**src/hdl/shtp_pkg.sv**
```systemverilog
// Shared types and constants for the sensor-hub transport packet reassembler.
`default_nettype none
package shtp_pkg;

  localparam int HEADER_BYTES      = 4;
  localparam int CHUNK_PAYLOAD_DEF = 28;
  localparam int QUEUE_DEPTH_DEF   = 4;
  localparam int CAP_W             = 15;
  localparam logic [CAP_W-1:0] CAPACITY_RESET = 15'd512;

  typedef enum logic [1:0] {
    REQ_START = 2'd0,
    REQ_BYTE  = 2'd1,
    REQ_ERROR = 2'd2
  } req_e;

  typedef enum logic [1:0] {
    KIND_READ = 2'd0,
    KIND_BYTE = 2'd1,
    KIND_FIN  = 2'd2
  } kind_e;

  typedef enum logic [1:0] {
    ST_OK      = 2'd0,
    ST_NONE    = 2'd1,
    ST_INVALID = 2'd2,
    ST_BUS_ERR = 2'd3
  } status_e;

  typedef enum logic [2:0] {
    PH_IDLE   = 3'b001,
    PH_HEADER = 3'b010,
    PH_CHUNK  = 3'b100
  } phase_e;

  typedef enum logic [1:0] {
    TAIL_NONE = 2'd0,
    TAIL_READ = 2'd1,
    TAIL_FIN  = 2'd2
  } tail_e;

  typedef struct packed {
    logic [1:0] req_type;
    logic       int_level;
    logic [7:0] rx_byte;
  } in_item_t;

  typedef struct packed {
    logic [1:0]       out_kind;
    logic [5:0]       read_len;
    logic [7:0]       out_byte;
    logic [CAP_W-1:0] stored_len;
    logic [1:0]       status;
    logic             last;
  } out_item_t;

  // One accepted word's worth of results: up to four packet bytes, then
  // an optional read request or finished status.
  typedef struct packed {
    logic [2:0]                    nbytes;
    logic [HEADER_BYTES-1:0][7:0]  bytes;
    tail_e                         tail;
    logic [5:0]                    read_len;
    logic [CAP_W-1:0]              stored_len;
    logic [1:0]                    status;
  } cmd_t;

endpackage
`default_nettype wire

```
**src/hdl/shtp_front.sv**
```systemverilog
// Front end: accepts input words, runs the packet state and emits commands.
`default_nettype none
module shtp_front import shtp_pkg::*; #(
  parameter int CHUNK_PAYLOAD_MAX = CHUNK_PAYLOAD_DEF
) (
  input  wire logic             clk_i,
  input  wire logic             rst_ni,
  input  wire logic             accept_i,
  input  wire in_item_t         item_i,
  input  wire logic             cfg_we_i,
  input  wire logic [CAP_W-1:0] cfg_wdata_i,
  output logic                  push_o,
  output cmd_t                  cmd_o
);

  localparam int RI_W = $clog2(CHUNK_PAYLOAD_MAX + HEADER_BYTES + 1);
  localparam int CP_W = $clog2(CHUNK_PAYLOAD_MAX + 1);

  phase_e           phase_q, phase_d;
  logic [RI_W-1:0]  ri_q, ri_d;
  logic [CP_W-1:0]  cp_q, cp_d;
  logic [CAP_W-1:0] pl_q, pl_d;
  logic [CAP_W-1:0] stored_q, stored_d;
  logic [CAP_W-1:0] capacity_q;
  logic [7:0]       hdr_q [HEADER_BYTES];

  logic [CAP_W-1:0] cap;
  logic [CAP_W-1:0] len;
  logic [CAP_W-1:0] new_pl;
  logic             pl_done;
  logic [CP_W-1:0]  chunk;
  logic [RI_W-1:0]  ri_next;
  logic             hdr_we;
  cmd_t             cmd;

  assign cap = (capacity_q < CAP_W'(HEADER_BYTES)) ? CAP_W'(HEADER_BYTES) : capacity_q;
  assign len = {hdr_q[1][6:0], hdr_q[0]};
  assign ri_next = ri_q + RI_W'(1);
  assign chunk = (new_pl > CAP_W'(CHUNK_PAYLOAD_MAX)) ? CP_W'(CHUNK_PAYLOAD_MAX)
                                                      : CP_W'(new_pl);

  always_comb begin
    phase_d  = phase_q;
    ri_d     = ri_q;
    cp_d     = cp_q;
    pl_d     = pl_q;
    stored_d = stored_q;
    hdr_we   = 1'b0;
    new_pl   = '0;
    pl_done  = 1'b0;
    cmd      = '0;
    cmd.tail = TAIL_NONE;
    if (accept_i) begin
      case (item_i.req_type)
        REQ_START: begin
          stored_d = '0;
          pl_d     = '0;
          cp_d     = '0;
          ri_d     = '0;
          if (item_i.int_level) begin
            phase_d    = PH_IDLE;
            cmd.tail   = TAIL_FIN;
            cmd.status = ST_NONE;
          end else begin
            phase_d      = PH_HEADER;
            cmd.tail     = TAIL_READ;
            cmd.read_len = 6'(HEADER_BYTES);
          end
        end
        REQ_ERROR: begin
          if (phase_q != PH_IDLE) begin
            phase_d        = PH_IDLE;
            cmd.tail       = TAIL_FIN;
            cmd.stored_len = stored_q;
            cmd.status     = ST_BUS_ERR;
          end
        end
        REQ_BYTE: begin
          if (phase_q == PH_HEADER) begin
            ri_d = ri_next;
            if (ri_q == RI_W'(HEADER_BYTES - 1)) begin
              if (len == '0) begin
                phase_d    = PH_IDLE;
                cmd.tail   = TAIL_FIN;
                cmd.status = ST_NONE;
              end else if (len < CAP_W'(HEADER_BYTES)) begin
                phase_d    = PH_IDLE;
                cmd.tail   = TAIL_FIN;
                cmd.status = ST_INVALID;
              end else begin
                cmd.nbytes   = 3'(HEADER_BYTES);
                cmd.bytes[0] = hdr_q[0];
                cmd.bytes[1] = hdr_q[1];
                cmd.bytes[2] = hdr_q[2];
                cmd.bytes[3] = item_i.rx_byte;
                stored_d     = CAP_W'(HEADER_BYTES);
                new_pl       = len - CAP_W'(HEADER_BYTES);
                pl_done      = 1'b1;
              end
            end else begin
              hdr_we = 1'b1;
            end
          end else if (phase_q == PH_CHUNK) begin
            ri_d = ri_next;
            if (ri_q >= RI_W'(HEADER_BYTES) && stored_q < cap) begin
              cmd.nbytes   = 3'd1;
              cmd.bytes[0] = item_i.rx_byte;
              stored_d     = stored_q + CAP_W'(1);
            end
            if (ri_next >= RI_W'(32'(cp_q) + HEADER_BYTES)) begin
              new_pl  = (pl_q >= CAP_W'(cp_q)) ? pl_q - CAP_W'(cp_q) : '0;
              pl_done = 1'b1;
            end
          end
        end
        default: ;
      endcase
      // end of header or chunk: finish the packet or ask for the next chunk
      if (pl_done) begin
        pl_d = new_pl;
        if (new_pl == '0) begin
          phase_d        = PH_IDLE;
          cmd.tail       = TAIL_FIN;
          cmd.stored_len = stored_d;
          cmd.status     = ST_OK;
        end else begin
          phase_d      = PH_CHUNK;
          cp_d         = chunk;
          ri_d         = '0;
          cmd.tail     = TAIL_READ;
          cmd.read_len = 6'(32'(chunk) + HEADER_BYTES);
        end
      end
    end
  end

  assign push_o = accept_i && (cmd.nbytes != '0 || cmd.tail != TAIL_NONE);
  assign cmd_o  = cmd;

  always_ff @(posedge clk_i or negedge rst_ni) begin
    if (!rst_ni) begin
      phase_q    <= PH_IDLE;
      ri_q       <= '0;
      cp_q       <= '0;
      pl_q       <= '0;
      stored_q   <= '0;
      capacity_q <= CAPACITY_RESET;
    end else begin
      phase_q  <= phase_d;
      ri_q     <= ri_d;
      cp_q     <= cp_d;
      pl_q     <= pl_d;
      stored_q <= stored_d;
      if (cfg_we_i) begin
        capacity_q <= cfg_wdata_i;
      end
    end
  end

  always_ff @(posedge clk_i) begin
    if (hdr_we) begin
      hdr_q[ri_q[1:0]] <= item_i.rx_byte;
    end
  end

`ifndef NO_ASSERTIONS
  a_stored_le_cap: assert property (@(posedge clk_i) disable iff (!rst_ni)
    phase_q == PH_CHUNK |-> stored_q <= cap)
    else $error("stored count passed capacity");
  a_chunk_index: assert property (@(posedge clk_i) disable iff (!rst_ni)
    phase_q == PH_CHUNK |-> ri_q < RI_W'(32'(cp_q) + HEADER_BYTES))
    else $error("chunk read index ran past chunk end");
`endif

endmodule
`default_nettype wire

```
**src/hdl/shtp_cmd_queue.sv**
```systemverilog
// Small command queue between front end and output sequencer.
`default_nettype none
module shtp_cmd_queue import shtp_pkg::*; #(
  parameter int DEPTH = QUEUE_DEPTH_DEF
) (
  input  wire logic clk_i,
  input  wire logic rst_ni,
  input  wire logic push_i,
  input  wire cmd_t cmd_i,
  input  wire logic pop_i,
  output cmd_t      head_o,
  output logic      empty_o,
  output logic      full_o
);

  localparam int PW = $clog2(DEPTH);
  localparam int CW = $clog2(DEPTH + 1);

  cmd_t            mem_q [DEPTH];
  logic [PW-1:0]   wr_q, rd_q;
  logic [CW-1:0]   count_q;

  assign empty_o = (count_q == '0);
  assign full_o  = (count_q == CW'(DEPTH));
  assign head_o  = mem_q[rd_q];

  always_ff @(posedge clk_i or negedge rst_ni) begin
    if (!rst_ni) begin
      wr_q    <= '0;
      rd_q    <= '0;
      count_q <= '0;
    end else begin
      if (push_i) begin
        wr_q <= (wr_q == PW'(DEPTH - 1)) ? '0 : wr_q + PW'(1);
      end
      if (pop_i) begin
        rd_q <= (rd_q == PW'(DEPTH - 1)) ? '0 : rd_q + PW'(1);
      end
      if (push_i && !pop_i) begin
        count_q <= count_q + CW'(1);
      end else if (pop_i && !push_i) begin
        count_q <= count_q - CW'(1);
      end
    end
  end

  always_ff @(posedge clk_i) begin
    if (push_i) begin
      mem_q[wr_q] <= cmd_i;
    end
  end

`ifndef NO_ASSERTIONS
  a_no_overflow: assert property (@(posedge clk_i) disable iff (!rst_ni)
    !(push_i && full_o))
    else $error("push into full command queue");
  a_no_underflow: assert property (@(posedge clk_i) disable iff (!rst_ni)
    !(pop_i && empty_o))
    else $error("pop from empty command queue");
`endif

endmodule
`default_nettype wire

```
**src/hdl/shtp_back.sv**
```systemverilog
// Output sequencer: expands queued commands into result words.
`default_nettype none
module shtp_back import shtp_pkg::*; (
  input  wire logic clk_i,
  input  wire logic rst_ni,
  input  wire cmd_t cmd_i,
  input  wire logic empty_i,
  output logic      pop_o,
  output logic      out_valid_o,
  input  wire logic out_stall_i,
  output out_item_t out_data_o
);

  logic [2:0] idx_q, idx_d;
  logic       valid_q, valid_d;
  out_item_t  out_q, out_d;
  logic       load;
  logic       is_byte;
  logic       last_el;

  assign load    = !empty_i && (!valid_q || !out_stall_i);
  assign is_byte = idx_q < cmd_i.nbytes;
  assign last_el = is_byte ? (idx_q == cmd_i.nbytes - 3'd1 && cmd_i.tail == TAIL_NONE)
                           : 1'b1;
  assign pop_o   = load && last_el;

  always_comb begin
    out_d      = '0;
    out_d.last = last_el;
    if (is_byte) begin
      out_d.out_kind = KIND_BYTE;
      out_d.out_byte = cmd_i.bytes[idx_q[1:0]];
    end else if (cmd_i.tail == TAIL_READ) begin
      out_d.out_kind = KIND_READ;
      out_d.read_len = cmd_i.read_len;
    end else begin
      out_d.out_kind   = KIND_FIN;
      out_d.stored_len = cmd_i.stored_len;
      out_d.status     = cmd_i.status;
    end
    idx_d   = load ? (last_el ? 3'd0 : idx_q + 3'd1) : idx_q;
    valid_d = load || (valid_q && out_stall_i);
  end

  always_ff @(posedge clk_i or negedge rst_ni) begin
    if (!rst_ni) begin
      idx_q   <= '0;
      valid_q <= 1'b0;
    end else begin
      idx_q   <= idx_d;
      valid_q <= valid_d;
    end
  end

  always_ff @(posedge clk_i) begin
    if (load) begin
      out_q <= out_d;
    end
  end

  assign out_valid_o = valid_q;
  assign out_data_o  = out_q;

`ifndef NO_ASSERTIONS
  a_pop_marks_last: assert property (@(posedge clk_i) disable iff (!rst_ni)
    pop_o |=> valid_q && out_q.last)
    else $error("command retired without a last word");
  a_idx_reset_on_pop: assert property (@(posedge clk_i) disable iff (!rst_ni)
    pop_o |=> idx_q == 3'd0)
    else $error("element index not rewound after command");
`endif

endmodule
`default_nettype wire

```
**src/hdl/shtp_i2c_packet_reassembler_core.sv**
```systemverilog
// Top level of the sensor-hub transport packet reassembler.
`default_nettype none
// Rebuilds one transport packet from successive bus reads. Input words are
// start attempts, delivered bytes and bus errors; results are read requests,
// stored packet bytes and a finished status, with last set on the final
// result of each input word. The front end takes one input word per cycle
// and turns it into a command in a small queue; the output sequencer sends
// one result word per cycle from the queue head unless the output is stalled.
// Most words make at most two results; the word that completes a header
// makes up to five, which the queue absorbs while further input keeps flowing.
// Input is stalled only when the queue is full. Capacity may be written
// only while no packet is being delivered.
module shtp_i2c_packet_reassembler_core import shtp_pkg::*; #(
  parameter int CHUNK_PAYLOAD_MAX = CHUNK_PAYLOAD_DEF,
  parameter int QUEUE_DEPTH       = QUEUE_DEPTH_DEF
) (
  input  wire logic             clk_i,
  input  wire logic             rst_ni,
  input  wire logic             in_valid_i,
  output logic                  in_stall_o,
  input  wire in_item_t         in_data_i,
  output logic                  out_valid_o,
  input  wire logic             out_stall_i,
  output out_item_t             out_data_o,
  input  wire logic             cfg_we_i,
  input  wire logic [CAP_W-1:0] cfg_wdata_i
);

  logic accept;
  logic push;
  logic pop;
  logic empty;
  logic full;
  cmd_t cmd_in;
  cmd_t cmd_head;

  assign in_stall_o = full;
  assign accept     = in_valid_i && !full;

  shtp_front #(
    .CHUNK_PAYLOAD_MAX(CHUNK_PAYLOAD_MAX)
  ) u_front (
    .clk_i      (clk_i),
    .rst_ni     (rst_ni),
    .accept_i   (accept),
    .item_i     (in_data_i),
    .cfg_we_i   (cfg_we_i),
    .cfg_wdata_i(cfg_wdata_i),
    .push_o     (push),
    .cmd_o      (cmd_in)
  );

  shtp_cmd_queue #(
    .DEPTH(QUEUE_DEPTH)
  ) u_queue (
    .clk_i  (clk_i),
    .rst_ni (rst_ni),
    .push_i (push),
    .cmd_i  (cmd_in),
    .pop_i  (pop),
    .head_o (cmd_head),
    .empty_o(empty),
    .full_o (full)
  );

  shtp_back u_back (
    .clk_i      (clk_i),
    .rst_ni     (rst_ni),
    .cmd_i      (cmd_head),
    .empty_i    (empty),
    .pop_o      (pop),
    .out_valid_o(out_valid_o),
    .out_stall_i(out_stall_i),
    .out_data_o (out_data_o)
  );

endmodule
`default_nettype wire
```
**config.mk**
```make
export PLATFORM = sky130hd
export DESIGN_NAME = shtp_i2c_packet_reassembler_core
export DESIGN_NICKNAME = d
export VERILOG_FILES = /design/src/hdl/shtp_pkg.sv /design/src/hdl/shtp_front.sv /design/src/hdl/shtp_cmd_queue.sv /design/src/hdl/shtp_back.sv /design/src/hdl/shtp_i2c_packet_reassembler_core.sv
export SDC_FILE = /design/constraint.sdc
export NUM_CORES = 1
export LEC_CHECK = 0
export ABC_CLOCK_PERIOD_IN_PS = 6150
export BUFFER_PORTS_ARGS = -buffer_cell sky130_fd_sc_hd__buf_2
export CAP_MARGIN = 20
export CORE_ASPECT_RATIO = 2
export CORE_MARGIN = 2
export CORE_UTILIZATION = 56
export DETAILED_ROUTE_END_ITERATION = 10
export PLACE_DENSITY = 0.73
export SETUP_SLACK_MARGIN = 0.1
export SLEW_MARGIN = 0
export SYNTH_ARGS = -nofsm -noshare
export SYNTH_HDL_FRONTEND = slang
export SYNTH_SLANG_ARGS = --single-unit
```
**constraint.sdc**
```tcl
create_clock -name clk_i -period 6.15 [get_ports clk_i]
set_input_delay 1.845 -clock clk_i [delete_from_list [all_inputs] [get_ports clk_i]]
set_output_delay 1.845 -clock clk_i [all_outputs]
set_load 0.03 [all_outputs]
```
==> impl_metrics.tcl, run 1 <==
set metrics [dict create \
    timing.setup.critical_path_class "reg2reg" \
    finalSetupViolations 0 \
    yosysTopAreaCellShare_pct 52.93 \
    num_vias 10050 \
    multiInputGateArea_mm2 0.005774 \
    worst_skew_pair.late_latency_ps 570 \
    floorplan.rows 89 \
    aggregate_global_routing_overflow 0 \
    ir_drop_uv 250.0 \
    status "complete, no violations" \
    postSynth.asyncResetShare_pct 19.23 \
    worstPathArrival_ps 5170 \
    class_of_the_worst_hold_path "reg2reg" \
    htree_num_levels 1 \
    post-cts-setup-buffers 0 \
    worst_path_largest_cell_delay_ps 700 \
    critical_path.cell_chain "and3_1 -> and3_1 -> xor2_1 -> ha_1 -> a21oi_1 -> o21a_1 -> o21ai_0 -> nand2_1 -> a21boi_0 -> o21ai_0 -> nand2_1 -> nor2_1 -> inv_1 -> ha_1 -> inv_1 -> fa_1 -> mux2_2" \
    final_cell_count_no_fill 1602 \
    timing_hold_violations_final 0 \
    num_io_pins 67 \
    num_antenna_cells 0 \
    synth_nets 1230 \
    drc 0 \
    hold_buffers 0 \
    timing.fmax_mhz 212.1 \
    synth_area_per_cell_um2 14.53 \
    ys_seq_elements 364 \
    dp.cells 1545 \
    floorplan.die_area_mm2 0.03127 \
    core_area_mm2 0.02940 \
    post_syn_instances 1148 \
    io_port_bufs 66 \
    grt_max_degree 56 \
    areaGrowthSynthToFinish_pct 11.43 \
    worstMarginPinSlew_ps 996.9 \
    final.setup_skew_ps 8.595 \
    final_common_cell "sky130_fd_sc_hd__edfxtp_1" \
    start_util_pct 56.74 \
    layout-drive-gt1-share_pct 19.63 \
    ctsResizeCount 0 \
    fin_crit_sh_pct 76.65 \
    finalWeightedCongestion 0.9392 \
    drt_wl_total_um 36410 \
    combined_area_of_all_synthesized_cells_mm2 0.01668 \
    yosysUniqueCellTypes 77 \
    drv_slew 0 \
    tritoncts "yes" \
    globalRouteTotalUtil_pct 23.32 \
    drt_pass1_iterations 5 \
    final.fill_count 2210 \
    sequential_cell_area_mm2 0.01059 \
    numCtsBuffers 31 \
    route.detailed.wl_per_inst_um 22.73 \
    top_library_cells_by_usage_in_the_layout_fill_and_taps_aside "sky130_fd_sc_hd__edfxtp_1 (294), sky130_fd_sc_hd__nand2_1 (80), sky130_fd_sc_hd__mux4_2 (67), sky130_fd_sc_hd__dfrtp_1 (67), sky130_fd_sc_hd__buf_2 (65)" \
    post_cts_clock_slew_at_the_launch_and_capture_registers_of_the_worst_setup_and_hold_paths_ps 70 \
    first_global_vias 10120 \
    num-nets-final 1296 \
    netlist_top_cells_area "sky130_fd_sc_hd__edfxtp_1 (53%), sky130_fd_sc_hd__dfrtp_1 (10%), sky130_fd_sc_hd__mux4_2 (9.0%), sky130_fd_sc_hd__ha_1 (3.7%), sky130_fd_sc_hd__and3_1 (2.1%)" \
    die_h_um 248.1 \
    cts-root-to-sink-buffers 3 \
    total_leakage_power_nw 6.960 \
    ant_nets 0 \
    floorplan.die.width_um 126.0 \
    antenna_found_initial 0 \
    startpoint_type "register" \
    critPathSlowestCell "sky130_fd_sc_hd__nor2_1" \
    timing.setup.tns_ps 0 \
    netlist.top_cell.by_area "sky130_fd_sc_hd__edfxtp_1" \
    worst_slew_margin_rel_pct 32.92 \
    yosysSeqAreaShare_pct 63.45 \
    p_per_area_mw_per_mm2 398.1 \
    critical_path.max_fanout 7 \
    dp_hpwl_um 24760 \
    total_power_mw 7.400 \
    cts_sinks 364 \
    unrepaired_setup_endpoints_after_global_routing "no" \
    cts_root_buffer "sky130_fd_sc_hd__clkbuf_16" \
    synth_edf_count 294 \
    postSynth.topFlopCell "sky130_fd_sc_hd__edfxtp_1" \
    grt_first_pass_wirelength_um 56430 \
    min_period_ps 4714 \
    fin_util_pct 63.22 \
    end_kind "register" \
    drt-vias-per-instance 6.275 \
    yosysWarningCount 0 \
    detail_route.iter0.violations 885 \
    critPathRequiredTime_ps 6600 \
    reported_max_cap_violation_count 0 \
]
area by class of cell:
type / count / area share (%)
clock buffers: 39 / 4.497
clock inverters: 18 / 1.454
inverters: 39 / 0.7876
multi-input cells: 694 / 31.07
flip-flops and latches: 364 / 56.96
well taps: 364 / 2.450
repair buffers: 84 / 2.787
worst paths after layout:
path,startpoint,end,slack [ps],cells past startpoint
worst max-delay path,u_front.ri_q[2],u_queue.count_q[1],1440,17
worst min-delay path,u_front.pl_q[0],u_front.pl_q[0],480,1
worst max register to register,u_front.ri_q[2],u_queue.count_q[1],1440,17
worst min register to register,u_front.pl_q[0],u_front.pl_q[0],480,1
max in group asynchronous,rst_ni,u_queue.rd_q[0],3870,2
min in group asynchronous,rst_ni,u_front.pl_q[6],1130,1
cell families (layout without fill, tap and decap cells):
family | after synthesis | after routing | synth area share, %
xor+xnor | 30 | 30 | 1.575
simple gates | 334 | 334 | 10.85
flops | 364 | 364 | 63.45
mux | 82 | 82 | 10.05
fa+ha+maj | 51 | 51 | 3.916
buf+inv | 90 | 180 | 2.115
compound gates | 197 | 197 | 8.042
Yosys cell counts, drive strengths merged (6+ instances only):
cell type and number:
a211oi 6, a21o 10, a21oi 38, a22o 20
and2 26, and3 57, buf 11, clkbuf 40
dfrtp 68, edfxtp 294, ha 49, inv 39
mux2 14, mux4 67, nand2 81, nand2b 7
nand3 27, nand4 7, nor2 56, nor2b 15
nor3 12, nor3b 6, nor4 13, o21ai 53
o22ai 9, o2bb2ai 9, o31ai 6, xnor2 16
xor2 14
per-layer routing:
layer,up-vias,track usage (%),part of all wire [%]
met1,5034,27.67,37
met5,-,0,0
met2,344,42.88,54
met3,96,2.534,4.5
li1,4579,-,-
met4,0,10.02,4.1
where the power goes:
part	switching [mW]	total, mW	internal (mW)
registers	0.267	3.33	3.07
logic	1.08	1.95	0.872
clock network	0.891	2.12	1.22
total	2.24	7.40	5.16
critical path, delay by kind of cell (launching register included):
family / cells / cell delay (ps)
and+or+nand+nor: 5 / 1600
AOI/OAI and AO/OA: 5 / 870
DFF: 1 / 470
muxes: 1 / 280
xor gates and xnor gates: 1 / 220
adders and majority gates: 3 / 950
buffers and inverters: 2 / 220
state kept, by name, summed over array words and instances, names as in the netlist:
| signal | flops |
|---|---|
| u_back.idx_q | 3 |
| u_back.out_data_o | 34 |
| u_back.out_valid_o | 1 |
| u_front.capacity_q | 15 |
| u_front.cp_q | 5 |
| u_front.hdr_q | 24 |
| u_front.phase_q | 3 |
| u_front.pl_q | 15 |
| u_front.ri_q | 6 |
| u_front.stored_q | 15 |
| u_queue.count_q | 3 |
| u_queue.mem_q | 236 |
| u_queue.rd_q | 2 |
| u_queue.wr_q | 2 |
per-stage QoR:
step | worst slack [ps] | cell area [um^2] | hold slack, ps
after floorplan | -232.0 | 16680 | 449.7
after global placement | 1256 | 17480 | 461.5
after detailed placement | 1110 | 17480 | 470.1
after CTS | 1469 | 18590 | 484.9
after global routing | 1175 | 18590 | 514.2
final | 1436 | 18590 | 484.5
Note: power is estimated with default switching activity, not from simulation.
==> inputs of run 2 (changes only) <==
--- a/config.mk
+++ b/config.mk
@@ -5,7 +5,7 @@
 export SDC_FILE = /design/constraint.sdc
 export NUM_CORES = 1
 export LEC_CHECK = 0
-export ABC_CLOCK_PERIOD_IN_PS = 6150
+export ABC_CLOCK_PERIOD_IN_PS = 4500
 export BUFFER_PORTS_ARGS = -buffer_cell sky130_fd_sc_hd__buf_2
 export CAP_MARGIN = 20
 export CORE_ASPECT_RATIO = 2
==> constraint.sdc (replaced) <==
create_clock -name clk_i -period 4.5 [get_ports clk_i]
set_input_delay 1.35 -clock clk_i [delete_from_list [all_inputs] [get_ports clk_i]]
set_output_delay 1.35 -clock clk_i [all_outputs]
set_load 0.03 [all_outputs]
==> impl_metrics.tcl, run 2 (synthesized netlist as in run 1, its figures left out) <==
set metrics [dict create \
    worst_slew_margin_rel_pct 43.40 \
    min_period_ps 4061 \
    dp_hpwl_um 25340 \
    ir_drop_uv 309.2 \
    class_of_the_worst_hold_path "reg2reg" \
    layout-drive-gt1-share_pct 20.75 \
    floorplan.die_area_mm2 0.03127 \
    ant_nets 0 \
    top_library_cells_by_usage_in_the_layout_fill_and_taps_aside "sky130_fd_sc_hd__edfxtp_1 (294), sky130_fd_sc_hd__nand2_1 (80), sky130_fd_sc_hd__mux4_2 (67)" \
    drc 0 \
    fin_crit_sh_pct 90.24 \
    num-nets-final 1316 \
    p_per_area_mw_per_mm2 520.4 \
    route.detailed.wl_per_inst_um 22.51 \
    worst_path_most_repeated_cell "sky130_fd_sc_hd__ha_1" \
    drt_wl_total_um 36400 \
    first_global_vias 10320 \
    tritoncts "yes" \
    worst_skew_pair.late_latency_ps 560 \
    critPathSlowestCell "sky130_fd_sc_hd__a41oi_1" \
    die_h_um 248.1 \
    total_leakage_power_nw 6.948 \
    num_vias 10230 \
    post_dp_cell_area_mm2 0.01760 \
    end_kind "register" \
    drt_pass1_iterations 5 \
    antenna_found_initial 0 \
    reported_max_cap_violation_count 0 \
    final_cell_area_mm2 0.01849 \
    floorplan.rows 89 \
    finalSetupViolations 0 \
    final.setup_skew_ps 11.25 \
    finalWeightedCongestion 0.9240 \
    number_of_flip_flops_under_the_largest_register_name 236 \
    final_common_cell "sky130_fd_sc_hd__edfxtp_1" \
    io_port_bufs 66 \
    critical_path.max_fanout 8 \
    core_area_mm2 0.02940 \
    hold_buffers 0 \
    worstPathArrival_ps 4360 \
    numCtsBuffers 29 \
    largest_register "u_queue.mem_q" \
    timing_hold_violations_final 0 \
    timing.setup.critical_path_class "reg2reg" \
    globalRouteTotalUtil_pct 23.65 \
    post_cts_clock_slew_at_the_launch_and_capture_registers_of_the_worst_setup_and_hold_paths_ps 70 \
    htree_num_levels 1 \
    floorplan.die.width_um 126.0 \
    aggregate_global_routing_overflow 0 \
    drv_slew 0 \
    critical_path.cell_chain "ha_1 -> nand3_1 -> xnor2_1 -> ha_1 -> nand4_1 -> o21ai_0 -> o211ai_2 -> buf_4 -> a41oi_1 -> nor2_1 -> and2_1 -> a21oi_1 -> ha_1 -> o21ai_0 -> and4bb_2" \
    status "complete, no violations" \
    start_util_pct 56.74 \
    worstMarginPinSlew_ps 841.3 \
    areaGrowthSynthToFinish_pct 10.83 \
    critPathRequiredTime_ps 4800 \
    cts_root_buffer "sky130_fd_sc_hd__clkbuf_16" \
    total_power_mw 9.620 \
    timing.fmax_mhz 246.3 \
    cts_sinks 364 \
    final_cell_count_no_fill 1617 \
    unrepaired_setup_endpoints_after_global_routing "no" \
    timing.setup.tns_ps 0 \
    startpoint_type "register" \
    grt_max_degree 58 \
    cts-root-to-sink-buffers 3 \
    detail_route.iter0.violations 715 \
    worst_path_largest_cell_delay_ps 470 \
    grt_first_pass_wirelength_um 57360 \
    num_io_pins 67 \
    drt-vias-per-instance 6.324 \
    dp.cells 1566 \
    num_antenna_cells 0 \
]
-- run 2: layout make-up --
cell class	count	area, um^2
multi-input combinational	694	5778
clock inverter	18	136.4
tap	364	455.4
sequential	364	10590
clock buffer	32	737.0
inverter	39	146.4
timing repair buffer	106	645.6
fill	2231	10910
-- run 2: per-layer routing --
metal / routed length, um / vias to the layer above / track usage [%]
li1: - / 4626 / -
met1: 13220 / 5115 / 28.36
met2: 19570 / 391 / 42.81
met3: 1834 / 94 / 2.298
met4: 1767 / 0 / 11.38
met5: 0 / - / 0
-- run 2: worst paths after layout --
check	to	startpoint	depth (start not counted)	slack, ps
max	u_queue.mem_q[0][21]	u_front.ri_q[0]	15	440
min	u_front.pl_q[0]	u_front.pl_q[0]	1	480
max reg2reg	u_queue.mem_q[0][21]	u_front.ri_q[0]	15	440
min reg2reg	u_front.pl_q[0]	u_front.pl_q[0]	1	480
max in group asynchronous	u_front.capacity_q[9]	rst_ni	2	2830
min in group asynchronous	u_front.pl_q[7]	rst_ni	1	780
-- run 2: worst max-delay path: cells and delay by family (launching register included) --
family | cells | cell delay (ps)
AND/OR/NAND/NOR | 5 | 870
flip-flops | 1 | 450
buffers and inverters | 1 | 210
XOR/XNOR | 1 | 160
adder cells (fa/ha/maj) | 3 | 830
AO/OA/AOI/OAI | 5 | 1280
-- run 2: metrics by stage --
step	worst slack (ps)	hold WS, ps	util (%)
2_1_floorplan	-300.5	449.7	-
3_3_place_gp	443.7	461.7	59.87
3_5_place_dp	364.7	467.3	59.87
4_1_cts	326.8	483.0	62.84
5_1_grt	176.8	499.8	62.88
6_report	439.1	477.8	62.88
-- run 2: timing repair --
| action | in CTS | in global routing |
|---|---|---|
| setup endpoints to repair | 0 | 4 |
| buffers inserted | 0 | 1 |
| hold endpoints to repair | 0 | 0 |
| resized for setup | 0 | 1 |
-- run 2: where the power goes --
part | internal [mW] | switching [mW]
registers | 4.20 | 0.288
clock network | 1.25 | 1.15
logic | 1.20 | 1.55
total | 6.64 | 2.98
==> inputs of run 3 (changes only) <==
--- a/config.mk
+++ b/config.mk
@@ -5,14 +5,14 @@
 export SDC_FILE = /design/constraint.sdc
 export NUM_CORES = 1
 export LEC_CHECK = 0
-export ABC_CLOCK_PERIOD_IN_PS = 4500
+export ABC_CLOCK_PERIOD_IN_PS = 4300
 export BUFFER_PORTS_ARGS = -buffer_cell sky130_fd_sc_hd__buf_2
 export CAP_MARGIN = 20
 export CORE_ASPECT_RATIO = 2
 export CORE_MARGIN = 2
-export CORE_UTILIZATION = 56
+export CORE_UTILIZATION = 62
 export DETAILED_ROUTE_END_ITERATION = 10
-export PLACE_DENSITY = 0.73
+export PLACE_DENSITY = 0.8
 export SETUP_SLACK_MARGIN = 0.1
 export SLEW_MARGIN = 0
 export SYNTH_ARGS = -nofsm -noshare
==> constraint.sdc (replaced) <==
create_clock -name clk_i -period 4.3 [get_ports clk_i]
set_input_delay 1.29 -clock clk_i [delete_from_list [all_inputs] [get_ports clk_i]]
set_output_delay 1.29 -clock clk_i [all_outputs]
set_load 0.03 [all_outputs]
==> impl_metrics.tcl, run 3 (synthesized netlist as in run 1, its figures left out) <==
set metrics [dict create \
    end_kind "register" \
    final.setup_skew_ps 18.33 \
    final.fill_count 1734 \
    largest_register "u_queue.mem_q" \
    drt_wl_total_um 38870 \
    drt-vias-per-instance 6.564 \
    route.detailed.wl_per_inst_um 24.05 \
    ant_nets 0 \
    finalWeightedCongestion 0.9272 \
    final.setup.worst_slack_ps 379.8 \
    power_report.internal_total_mw 7.259 \
    hold_start "u_front.pl_q[0]" \
    areaGrowthSynthToFinish_pct 12.30 \
    startpoint_type "register" \
    worst_skew_pair.late_latency_ps 590 \
    layout-drive-gt1-share_pct 21.69 \
    top_library_cells_by_usage_in_the_layout_fill_and_taps_aside "sky130_fd_sc_hd__edfxtp_1 (294), sky130_fd_sc_hd__nand2_1 (79), sky130_fd_sc_hd__mux4_2 (67), sky130_fd_sc_hd__dfrtp_1 (67), sky130_fd_sc_hd__buf_2 (66)" \
    timing.hold.worst_endpoint "u_front.pl_q[0]" \
    worstMarginPinSlew_ps 980.4 \
    drc 0 \
    aggregate_global_routing_overflow 0 \
    final_common_cell "sky130_fd_sc_hd__edfxtp_1" \
    grt_max_degree 46 \
    clock_power_share_pct 26.9 \
    numCtsBuffers 31 \
    share_seq_of_total_power_pct 44.3 \
    class_of_the_worst_hold_path "reg2reg" \
    drv_slew 0 \
    start_util_pct 62.48 \
    comb_pwr_share_pct 28.8 \
    ir_drop_uv 329.1 \
    drt_pass1_iterations 5 \
    floorplan.rows 85 \
    num_vias 10610 \
    timing.setup.critical_path_class "reg2reg" \
    switching_power_mw 3.356 \
    worst_hold_slack_after_final_layout_ps 507.3 \
    grt_first_pass_wirelength_um 61310 \
    num_antenna_cells 0 \
    fin_crit_sh_pct 91.17 \
    cts-root-to-sink-buffers 3 \
    htree_num_levels 1 \
    globalRouteTotalUtil_pct 28.09 \
    num-nets-final 1325 \
    critPathRequiredTime_ps 4620 \
    min_period_ps 3920 \
    fin_util_pct 70.17 \
    number_of_flip_flops_under_the_largest_register_name 236 \
    total_leakage_power_nw 7.068 \
    floorplan.die.width_um 120.0 \
    critical_path.max_fanout 8 \
    holdPathStages 1 \
    timing.rr.end "u_queue.mem_q[1][21]" \
    post_cts_clock_slew_at_the_launch_and_capture_registers_of_the_worst_setup_and_hold_paths_ps 70 \
    timing.fmax_mhz 255.1 \
    reported_max_cap_violation_count 0 \
    floorplan.die_area_mm2 0.02831 \
    r2r_start "u_front.ri_q[0]" \
    cts_root_buffer "sky130_fd_sc_hd__clkbuf_16" \
    io_port_bufs 66 \
    place_ws_ps 258.4 \
    status "complete, no violations" \
    tritoncts "yes" \
    netSwitchingFraction_pct 31.61 \
    p_per_area_mw_per_mm2 566.7 \
    detail_route.iter0.violations 1117 \
    unrepaired_setup_endpoints_after_global_routing "no" \
    dp_hpwl_um 24770 \
    antenna_found_initial 0 \
    finalSetupViolations 0 \
    worst_slew_margin_rel_pct 34.04 \
    worstPathArrival_ps 4240 \
    die_h_um 236.0 \
    cts_sinks 364 \
    setup.reg_to_reg.worst_slack_ps 380 \
    core_area_mm2 0.02669 \
    worst_reg_to_reg_cells 15 \
    first_global_vias 10840 \
    num_io_pins 67 \
    timing_hold_violations_final 0 \
]
==> run 3: cell types whose count changed in the layout (fill, tap and decap cells not counted), moves of 2 or more <==
cell,change
sky130_fd_sc_hd__clkbuf_1,-2
sky130_fd_sc_hd__buf_4,+2
sky130_fd_sc_hd__clkinv_1,+2
sky130_fd_sc_hd__clkbuf_16,+2
sky130_fd_sc_hd__buf_12,+4
sky130_fd_sc_hd__clkbuf_8,+2
sky130_fd_sc_hd__bufinv_16,+2
==> run 3: power by group through the flow <==
| stage | sequential [mW] | clock, mW | combinational (mW) |
|---|---|---|---|
| after global placement | 4.72 | 0 | 2.89 |
| after floorplan | 4.97 | 0 | 1.90 |
| after detailed placement | 4.76 | 0 | 3.00 |
| after global routing | 4.75 | 3.03 | 3.30 |
| after CTS | 4.70 | 2.89 | 3.08 |
| final | 4.70 | 2.86 | 3.06 |
==> run 3: how the worst max path moves through the flow <==
stage	start	endpoint	slack, ps	cells after the start
3_3_place_gp	in_data_i[10]	u_queue.count_q[2]	420	16
3_5_place_dp	u_front.ri_q[0]	u_queue.mem_q[0][11]	260	15
5_1_grt	u_front.capacity_q[14]	u_queue.mem_q[2][16]	120	13
6_report	u_front.ri_q[0]	u_queue.mem_q[1][21]	380	15
4_1_cts	u_front.ri_q[0]	u_queue.mem_q[0][11]	240	15
2_1_floorplan	in_data_i[10]	u_queue.mem_q[3][0]	-440	7
==> run 3: routing by layer <==
layer	global-route usage, %	part of all wire (%)
met1	37.94	39
met2	47.16	51
met3	3.216	6.2
met4	10.59	3.8
met5	0	0
==> run 3: timing repair <==
| item | in CTS | in global routing |
|---|---|---|
| endpoints found under the setup margin | 0 | 77 |
| hold buffers | 0 | 0 |
| setup buffers | 0 | 3 |
| gates resized for setup | 0 | 4 |
==> run 3: per-stage QoR <==
stage                     cells  cell area, um^2  power, mW  setup TNS (ps)
after global routing       1616            18730      11.07               0
after global placement     1553            17640      7.610               0
after detailed placement   1553            17640      7.758               0
after CTS                  1611            18670      10.68               0
after floorplan            1148            16690      6.861         -103970
final                      1616            18730      10.62               0
==> run 3: layout make-up <==
type | instances | area [um^2] | share of cell area, %
Clock inverter | 24 | 222.7 | 1.189
Inverter | 39 | 146.4 | 0.7815
Tap cell | 348 | 435.4 | 2.324
Clock buffer | 34 | 807.0 | 4.308
Sequential cell | 364 | 10590 | 56.52
Multi-Input combinational cell | 694 | 5788 | 30.90
Timing Repair Buffer | 113 | 745.7 | 3.981
==> run 3: worst max-delay path, stage by stage, from the launching register on <==
cell	delay, ps
sky130_fd_sc_hd__dfrtp_1	440
sky130_fd_sc_hd__and3_1	260
sky130_fd_sc_hd__and3_1	230
sky130_fd_sc_hd__xor2_1	150
sky130_fd_sc_hd__ha_1	320
sky130_fd_sc_hd__a21oi_1	130
sky130_fd_sc_hd__o21a_1	130
sky130_fd_sc_hd__o21ai_1	120
sky130_fd_sc_hd__o211ai_2	180
sky130_fd_sc_hd__o22ai_1	220
sky130_fd_sc_hd__a2111oi_4	410
sky130_fd_sc_hd__and2_1	230
sky130_fd_sc_hd__a21oi_1	110
sky130_fd_sc_hd__ha_1	220
sky130_fd_sc_hd__nor3_1	180
sky130_fd_sc_hd__and4bb_2	300
